==> src/rtl/alms_pkg.sv <==
// alms_pkg: shared types, constants and arithmetic helpers of the alpha mask blender
// depends on nothing; imported by alms_prep, alms_div_lane and alpha_mask_src_over_blend
`timescale 1ns / 1ps
`default_nettype none

package alms_pkg;

   localparam int unsigned CHANNELS    = 3;
   localparam int unsigned SUM_W       = 17;
   localparam int unsigned PREP_STAGES = 5;
   localparam int unsigned DIV_STAGES  = 4;
   localparam int unsigned LANE_LAT    = DIV_STAGES + 1;
   localparam int unsigned PIPE_LAT    = PREP_STAGES + LANE_LAT + 1;

   // ceil(2^32 / 255), exact for 24-bit dividends up to 255^3
   localparam logic [24:0] RECIP_255 = 25'd16843010;

   typedef enum logic [1:0] {
      CSR_OVERLAY_COLOR = 2'd0,
      CSR_FRAME_WIDTH   = 2'd1,
      CSR_FRAME_HEIGHT  = 2'd2
   } csr_index_type;

   typedef struct packed {
      logic        valid;
      logic        write;
      logic [7:0]  oa;
      logic [31:0] dest;
   } side_type;

   typedef struct packed {
      side_type                        side;
      logic [CHANNELS-1:0][SUM_W-1:0]  sum;
   } prep_type;

   typedef struct packed {
      logic [SUM_W-1:0] rem;
      logic             qbit;
   } step_type;

   // x / 255 for x below 65280 (255 * 256)
   function automatic logic [7:0] div255_small(input logic [15:0] x);
      logic [16:0] t;
      t = {1'b0, x} + {9'b0, x[15:8]} + 17'd1;
      return t[15:8];
   endfunction

   // x / 255 for x up to 255^3, by reciprocal multiplication
   function automatic logic [15:0] div255_wide(input logic [23:0] x);
      logic [48:0] p;
      p = {25'b0, x} * {24'b0, RECIP_255};
      return p[47:32];
   endfunction

   // one restoring division step at quotient bit position pos
   function automatic step_type div_step(input logic [SUM_W-1:0] rem,
                                         input logic [7:0] dv,
                                         input int unsigned pos);
      logic [SUM_W-1:0] sh;
      step_type         r;
      sh = {{(SUM_W-8){1'b0}}, dv} << pos;
      if (rem >= sh) begin
         r.rem  = rem - sh;
         r.qbit = 1'b1;
      end else begin
         r.rem  = rem;
         r.qbit = 1'b0;
      end
      return r;
   endfunction

endpackage

`default_nettype wire

==> src/rtl/alms_prep.sv <==
// alms_prep: five-stage front end: clipping, effective alpha, output alpha
// and the weighted channel sums; uses alms_pkg
`timescale 1ns / 1ps
`default_nettype none

module alms_prep (
   input  wire logic               clock,
   input  wire logic               reset,
   input  wire logic               in_valid,
   input  wire logic [7:0]         coverage,
   input  wire logic [31:0]        dest_pixel,
   input  wire logic signed [15:0] dest_col,
   input  wire logic signed [15:0] dest_row,
   input  wire logic [31:0]        overlay_color,
   input  wire logic [14:0]        frame_width,
   input  wire logic [14:0]        frame_height,
   output alms_pkg::prep_type      prep_out
);
   import alms_pkg::*;

   // stage 1
   logic        v1_ff;
   logic [15:0] cov_mul_in, cov_mul_ff;
   logic        inside_in, inside_ff;
   logic [31:0] dest1_ff;
   // stage 2
   logic        v2_ff;
   logic [7:0]  alpha_in, alpha_ff;
   logic [15:0] w_in, w_ff;
   logic        write2_ff;
   logic [31:0] dest2_ff;
   // stage 3
   logic        v3_ff;
   logic [8:0]  oa_sum;
   logic [7:0]  oa3_in, oa3_ff;
   logic [CHANNELS-1:0][15:0] sa3_in, sa3_ff;
   logic [CHANNELS-1:0][23:0] dw3_in, dw3_ff;
   logic        write3_ff;
   logic [31:0] dest3_ff;
   // stage 4
   logic        v4_ff;
   logic [7:0]  oa4_ff;
   logic [CHANNELS-1:0][15:0] sa4_ff;
   logic [CHANNELS-1:0][15:0] q4_in, q4_ff;
   logic        write4_ff;
   logic [31:0] dest4_ff;
   // stage 5
   prep_type    prep_in, prep_ff;

   logic [7:0]  col_src [CHANNELS];
   logic [7:0]  col_dst [CHANNELS];

   always_comb begin
      col_src[2] = overlay_color[31:24];
      col_src[1] = overlay_color[23:16];
      col_src[0] = overlay_color[15:8];
      col_dst[2] = dest2_ff[23:16];
      col_dst[1] = dest2_ff[15:8];
      col_dst[0] = dest2_ff[7:0];
   end

   always_comb begin
      cov_mul_in = {8'b0, ~overlay_color[7:0]} * {8'b0, coverage};
      inside_in  = !dest_col[15] && (dest_col[14:0] < frame_width) &&
                   !dest_row[15] && (dest_row[14:0] < frame_height);
   end

   always_comb begin
      alpha_in = div255_small(cov_mul_ff);
      w_in     = {8'b0, dest1_ff[31:24]} * {8'b0, 8'hFF - alpha_in};
   end

   always_comb begin
      oa_sum = {1'b0, alpha_ff} + {1'b0, div255_small(w_ff)};
      oa3_in = oa_sum[8] ? 8'hFF : oa_sum[7:0];
      for (int c = 0; c < CHANNELS; c++) begin
         sa3_in[c] = {8'b0, col_src[c]} * {8'b0, alpha_ff};
         dw3_in[c] = {16'b0, col_dst[c]} * {8'b0, w_ff};
      end
   end

   always_comb begin
      for (int c = 0; c < CHANNELS; c++) begin
         q4_in[c] = div255_wide(dw3_ff[c]);
      end
   end

   always_comb begin
      prep_in.side.valid = v4_ff;
      prep_in.side.write = write4_ff;
      prep_in.side.oa    = oa4_ff;
      prep_in.side.dest  = dest4_ff;
      for (int c = 0; c < CHANNELS; c++) begin
         prep_in.sum[c] = {1'b0, sa4_ff[c]} + {1'b0, q4_ff[c]};
      end
   end

   always_ff @(posedge clock) begin
      if (reset) begin
         v1_ff   <= 1'b0;
         v2_ff   <= 1'b0;
         v3_ff   <= 1'b0;
         v4_ff   <= 1'b0;
         prep_ff <= '0;
      end else begin
         v1_ff   <= in_valid;
         v2_ff   <= v1_ff;
         v3_ff   <= v2_ff;
         v4_ff   <= v3_ff;
         prep_ff <= prep_in;
      end
   end

   always_ff @(posedge clock) begin
      cov_mul_ff <= cov_mul_in;
      inside_ff  <= inside_in;
      dest1_ff   <= dest_pixel;

      alpha_ff   <= alpha_in;
      w_ff       <= w_in;
      write2_ff  <= inside_ff && (alpha_in != 8'd0);
      dest2_ff   <= dest1_ff;

      oa3_ff     <= oa3_in;
      sa3_ff     <= sa3_in;
      dw3_ff     <= dw3_in;
      write3_ff  <= write2_ff;
      dest3_ff   <= dest2_ff;

      oa4_ff     <= oa3_ff;
      sa4_ff     <= sa3_ff;
      q4_ff      <= q4_in;
      write4_ff  <= write3_ff;
      dest4_ff   <= dest3_ff;
   end

   assign prep_out = prep_ff;

endmodule

`default_nettype wire

==> src/rtl/alms_div_lane.sv <==
// alms_div_lane: pipelined restoring divider for one colour channel,
// saturating the quotient at 255; uses alms_pkg
`timescale 1ns / 1ps
`default_nettype none

module alms_div_lane (
   input  wire logic                       clock,
   input  wire logic [alms_pkg::SUM_W-1:0] sum,
   input  wire logic [7:0]                 oa,
   output logic [7:0]                      quot
);
   import alms_pkg::*;

   logic [7:0]       div_in;
   logic             sat_in;
   logic [SUM_W-1:0] rem_ff [DIV_STAGES];
   logic [7:0]       div_ff [DIV_STAGES];
   logic [7:0]       quot_ff [DIV_STAGES+1];
   logic             sat_ff [DIV_STAGES+1];
   logic [SUM_W-1:0] rem_in [DIV_STAGES];
   logic [7:0]       quot_in [DIV_STAGES];

   always_comb begin
      div_in = (oa == 8'd0) ? 8'd1 : oa;
      // quotient of 256 or more clamps to full scale
      sat_in = sum >= {1'b0, div_in, 8'b0};
   end

   always_ff @(posedge clock) begin
      rem_ff[0]  <= sum;
      div_ff[0]  <= div_in;
      quot_ff[0] <= 8'd0;
      sat_ff[0]  <= sat_in;
   end

   // two quotient bits per stage, high bits first
   for (genvar s = 0; s < DIV_STAGES; s++) begin : g_stage
      step_type hi, lo;

      always_comb begin
         hi = div_step(rem_ff[s], div_ff[s], 7 - 2 * s);
         lo = div_step(hi.rem, div_ff[s], 6 - 2 * s);
         rem_in[s]  = lo.rem;
         quot_in[s] = quot_ff[s];
         quot_in[s][7-2*s] = hi.qbit;
         quot_in[s][6-2*s] = lo.qbit;
      end

      always_ff @(posedge clock) begin
         quot_ff[s+1] <= quot_in[s];
         sat_ff[s+1]  <= sat_ff[s];
      end

      if (s + 1 < DIV_STAGES) begin : g_carry
         always_ff @(posedge clock) begin
            rem_ff[s+1] <= rem_in[s];
            div_ff[s+1] <= div_ff[s];
         end
      end
   end

   assign quot = sat_ff[DIV_STAGES] ? 8'hFF : quot_ff[DIV_STAGES];

endmodule

`default_nettype wire

==> src/rtl/alpha_mask_src_over_blend.sv <==
// alpha_mask_src_over_blend: source-over blend of an overlay-coloured mask pixel
// onto an ARGB8888 destination pixel; uses alms_pkg, alms_prep, alms_div_lane
// a transaction passes 11 registers before rsp_strobe rises
// throughput: one pixel per clock; busy stays low, every start is taken, no output stall
// five front-end stages, five divider stages per channel, one output register
// reset clears the configuration registers and all valid bits; nothing else to sweep
`timescale 1ns / 1ps
`default_nettype none

module alpha_mask_src_over_blend (
   input  wire logic               clock,
   input  wire logic               reset,
   input  wire logic               start,
   output logic                    busy,
   input  wire logic [7:0]         req_coverage,
   input  wire logic [31:0]        req_dest_pixel,
   input  wire logic signed [15:0] req_dest_col,
   input  wire logic signed [15:0] req_dest_row,
   output logic                    rsp_strobe,
   output logic [31:0]             rsp_new_pixel,
   output logic                    rsp_write_pixel,
   input  wire logic               csr_we,
   input  wire logic [1:0]         csr_index,
   input  wire logic [31:0]        csr_wdata
);
   import alms_pkg::*;

   logic [31:0] overlay_color_ff;
   logic [14:0] frame_width_ff;
   logic [14:0] frame_height_ff;

   prep_type    prep;
   side_type    side_ff [LANE_LAT];
   logic [CHANNELS-1:0][7:0] quot;

   logic        strobe_in, strobe_ff;
   logic [31:0] pixel_in, pixel_ff;
   logic        write_in, write_ff;

   assign busy = 1'b0;

   always_ff @(posedge clock) begin
      if (reset) begin
         overlay_color_ff <= 32'd0;
         frame_width_ff   <= 15'd0;
         frame_height_ff  <= 15'd0;
      end else if (csr_we) begin
         unique case (csr_index)
            CSR_OVERLAY_COLOR: overlay_color_ff <= csr_wdata;
            CSR_FRAME_WIDTH:   frame_width_ff   <= csr_wdata[14:0];
            CSR_FRAME_HEIGHT:  frame_height_ff  <= csr_wdata[14:0];
            default: ;
         endcase
      end
   end

   alms_prep u_prep (
      .clock         (clock),
      .reset         (reset),
      .in_valid      (start && !busy),
      .coverage      (req_coverage),
      .dest_pixel    (req_dest_pixel),
      .dest_col      (req_dest_col),
      .dest_row      (req_dest_row),
      .overlay_color (overlay_color_ff),
      .frame_width   (frame_width_ff),
      .frame_height  (frame_height_ff),
      .prep_out      (prep)
   );

   for (genvar c = 0; c < CHANNELS; c++) begin : g_lane
      alms_div_lane u_lane (
         .clock (clock),
         .sum   (prep.sum[c]),
         .oa    (prep.side.oa),
         .quot  (quot[c])
      );
   end

   // sideband follows the divider lanes
   always_ff @(posedge clock) begin
      if (reset) begin
         for (int i = 0; i < LANE_LAT; i++) begin
            side_ff[i] <= '0;
         end
      end else begin
         side_ff[0] <= prep.side;
         for (int i = 1; i < LANE_LAT; i++) begin
            side_ff[i] <= side_ff[i-1];
         end
      end
   end

   always_comb begin
      strobe_in = side_ff[LANE_LAT-1].valid;
      write_in  = side_ff[LANE_LAT-1].write;
      pixel_in  = write_in ? {side_ff[LANE_LAT-1].oa, quot[2], quot[1], quot[0]}
                           : side_ff[LANE_LAT-1].dest;
   end

   always_ff @(posedge clock) begin
      if (reset) begin
         strobe_ff <= 1'b0;
      end else begin
         strobe_ff <= strobe_in;
      end
   end

   always_ff @(posedge clock) begin
      pixel_ff <= pixel_in;
      write_ff <= write_in;
   end

   assign rsp_strobe      = strobe_ff;
   assign rsp_new_pixel   = pixel_ff;
   assign rsp_write_pixel = write_ff;

   a_latency: assert property (@(posedge clock) disable iff (reset)
      start && !busy |-> ##PIPE_LAT rsp_strobe)
      else $error("transaction did not produce a result at the expected latency");

   a_written_alpha: assert property (@(posedge clock) disable iff (reset)
      rsp_strobe && rsp_write_pixel |-> rsp_new_pixel[31:24] != 8'd0)
      else $error("written pixel carries zero alpha");

   a_passthrough: assert property (@(posedge clock) disable iff (reset)
      rsp_strobe && !rsp_write_pixel |-> rsp_new_pixel == $past(req_dest_pixel, PIPE_LAT))
      else $error("unwritten pixel differs from the destination pixel");

endmodule

`default_nettype wire
==> config.mk <==
export PLATFORM = sky130hd
export DESIGN_NAME = alpha_mask_src_over_blend
export DESIGN_NICKNAME = d
export VERILOG_FILES = /design/src/rtl/alms_pkg.sv /design/src/rtl/alms_prep.sv /design/src/rtl/alms_div_lane.sv /design/src/rtl/alpha_mask_src_over_blend.sv
export SDC_FILE = /design/constraint.sdc
export NUM_CORES = 2
export LEC_CHECK = 0
export ABC_AREA = 1
export ABC_CLOCK_PERIOD_IN_PS = 5800
export CORE_MARGIN = 3
export CORE_UTILIZATION = 30
export DETAILED_ROUTE_END_ITERATION = 8
export DONT_BUFFER_PORTS = 1
export PLACE_DENSITY = 0.56
export SYNTH_ARGS = -nofsm -noshare
export SYNTH_HDL_FRONTEND = slang
export SYNTH_SLANG_ARGS = --single-unit
==> constraint.sdc <==
create_clock -name clock -period 5.8 [get_ports clock]
set_input_delay 0.29 -clock clock [delete_from_list [all_inputs] [get_ports clock]]
set_output_delay 0.29 -clock clock [all_outputs]
set_load 0.05 [all_outputs]
==> impl_metrics.toml <==
[timing]
setup_viol = 0
tns_ns = 0
fin_crit_sh = 0.921
period_needed_ns = 5.34
timing.fmax_mhz = 187
slew_headroom = 0.177
rsz0062_at_grt = "false"
skew_ns = 0.0811
drv_slew = 0
finalHoldViolCount = 0
worst_pin_slew_ns = 1.23

[job]
maxCapViolCount = 0

[clock_network]
cts_max_level = 4
postCtsSetupRepairBufs = 0
clk_pin_slew_ns = 0.06
worstSkewPairLatency_ns = 0.84
tritoncts = "yes"
numCtsBuffers = 142
clock_path_buffers = 4
clockRootBuffer = "clkbuf_16"
clock-sinks = 1118

[logic_synthesis]
netlist_area_um2 = 79600
synth_seq_cells = 1118
async_flop_share = 0
synth_area_per_cell_um2 = 7.89
synth_edf_count = 0
synth_warnings = 0
synth_seq_area_share = 0.281
synth_nets = 11841
ys_types = 69
syn_inst = 10090
ys.flop_type = "dfxtp_1"

[min_path]
hold_end = "u_prep.dest1_ff[24]$_DFF_P_"
min_path_cells = 1
hp-class = "in -> reg"
min-delay-start = "req_dest_pixel[24]"

[setup_path]
crit_family = "adder cells"
rrSetupSlack_ns = 0.46
arrival_ns = 6.04
critPathMostFrequentCell = "nand2_1"
r2r_end = "u_prep.w_ff[15]$_DFF_P_"
cp_slowest_stage_delay_ns = 0.51
worstPathRequired_ns = 6.50
crit_buf_inv = 4
crit_type = "reg -> reg"
critPathCaptureType = "register"
ff2ff_path_depth = 26
crit_path_start_kind = "register"
path_max_fanout = 6
cp-startpoint = "u_prep.cov_mul_ff[13]$_DFF_P_"
slowest_stage = "fa_1"
path_depth = 26
reg2reg_from = "u_prep.cov_mul_ff[13]$_DFF_P_"

[floorplanning]
die_w_um = 521
core_um2 = 263000
die-area_um2 = 272000
start_util = 0.302
num_io_pins = 145
row_count = 188
die_y_um = 521

[detailed_routing]
ant_nets = 0
dr.pass1.iters = 9
vias = 61428
routed_wl_mm = 206
wire_per_inst_um = 15.0
drtIter0Drc = 3570
route.detailed.drc = 6
via_per_inst = 4.45

[placement]
gp_congestion = 0.898
place_hpwl_mm = 166
placed_cell_area_um2 = 83700
portBuffers = 0

[cells_and_area]
final_cell_mix = "2,075 x nand2_1, 1,974 x inv_1, 1,136 x ha_1, 1,118 x dfxtp_1, 838 x nor2_1"
drive_above_1_share = 0.0446
nets = 11924
final_common_cell = "nand2_1"
area_delta_synth_final_pct = 12.0
stdcell_area_um2 = 89200

[grt]
gr-usage-all-layers = 0.152
grt_max_degree = 279
overflow = 0
grt_pass1_wl_mm = 333
antenna_found_initial = 19
grt_pass1_vias = 61799

[status]
violations = "DRC"
status = "finished with violations"
metal layers:
| metal | routed length (um) | share of wire | track usage | vias to the layer above |
|---|---|---|---|---|
| met5 | 72 | 0.00035 | 0 | - |
| met4 | 6110 | 0.030 | 0.0418 | 14 |
| met1 | 99900 | 0.48 | 0.209 | 28251 |
| li1 | - | - | - | 31819 |
| met2 | 91200 | 0.44 | 0.248 | 1052 |
| met3 | 8890 | 0.043 | 0.0227 | 292 |
layout make-up:
class                   instances  area, um2
clock inverters                57        606
diodes                          7       17.5
well taps                    3515       4400
fillers                     27705     174000
repair buffers                160       1540
clock buffers                 182       3930
flip-flops and latches       1118      22400
inverters                    1995       7490
multi-input cells            6756      48800
stage by stage:
stage / std cells / hold WS (ns) / utilization / setup WS (ns)
4_1_cts: 13781 / 0.00347 / 0.339 / 0.330
3_5_place_dp: 13456 / 0.312 / 0.318 / 0.357
6_report: 13790 / 0.0754 / 0.339 / 0.460
2_1_floorplan: 10090 / 0.310 / - / 0.930
5_1_grt: 13785 / 0.0219 / 0.339 / 0.0642
3_3_place_gp: 13456 / 0.311 / 0.318 / 0.413
cell usage after synthesis, types with 21 or more instances:
library cell / count / area (um2)
xnor2_1: 104 / 911
a21oi_1: 555 / 2780
ha_1: 1136 / 14200
o21ai_0: 401 / 2010
nand2_1: 2075 / 7790
nand4_1: 118 / 738
a21o_1: 31 / 233
o21ai_2: 21 / 184
nor2_1: 839 / 3150
nand3_1: 296 / 1480
o21a_1: 34 / 255
o21bai_1: 32 / 240
nor3_1: 87 / 435
nand2_2: 31 / 194
a31oi_1: 41 / 257
xor2_1: 197 / 1730
fa_1: 505 / 10100
clkbuf_1: 197 / 739
dfxtp_1: 1118 / 22400
inv_1: 1975 / 7410
worst max path at each step:
stage,end,slack [ns]
floorplan,u_prep.w_ff[15]$_DFF_P_,0.93
global placement,u_prep.w_ff[15]$_DFF_P_,0.41
detailed placement,u_prep.w_ff[15]$_DFF_P_,0.36
CTS,u_prep.w_ff[15]$_DFF_P_,0.33
global route,u_prep.w_ff[15]$_DFF_P_,0.06
finish,u_prep.w_ff[15]$_DFF_P_,0.46
kinds of logic (layout without fill, tap and decap cells):
| logic type | Yosys count | count (layout) | synth area share |
|---|---|---|---|
| AOI/OAI and AO/OA | 1227 | 1227 | 0.0855 |
| buffers and inverters | 2216 | 2394 | 0.106 |
| other | 1 | 8 | 0.0000471 |
| xor gates and xnor gates | 301 | 301 | 0.0331 |
| muxes | 2 | 2 | 0.000283 |
| DFF | 1118 | 1118 | 0.281 |
| and+or+nand+nor | 3584 | 3584 | 0.188 |
| adders and majority gates | 1641 | 1641 | 0.306 |
state kept, by name (all words and copies together), names as in the netlist, 15 cells and up:
name	flops
g_lane.u_lane.sat_ff	15
u_prep.w_ff	16
overlay_color_ff	32
g_lane.u_lane.div_ff	32
u_prep.cov_mul_ff	16
u_prep.prep_out	93
u_prep.dest2_ff	32
u_prep.dest3_ff	32
rsp_new_pixel	32
frame_height_ff	15
frame_width_ff	15
g_lane.u_lane.quot_ff	60
u_prep.dest1_ff	32
u_prep.sa4_ff	48
side_ff	210
g_lane.u_lane.rem_ff	204
u_prep.sa3_ff	48
u_prep.dw3_ff	72
u_prep.dest4_ff	32
u_prep.q4_ff	48
what timing repair did:
item,CTS,global route
setup endpoints to repair,0,2
gates resized for setup,0,2
endpoints found under the hold margin,380,42
hold buffers,86,1
Power is left out: the tool's default activity adds up to more than one toggle a clock period on the data nets, which glitch-free logic cannot reach.
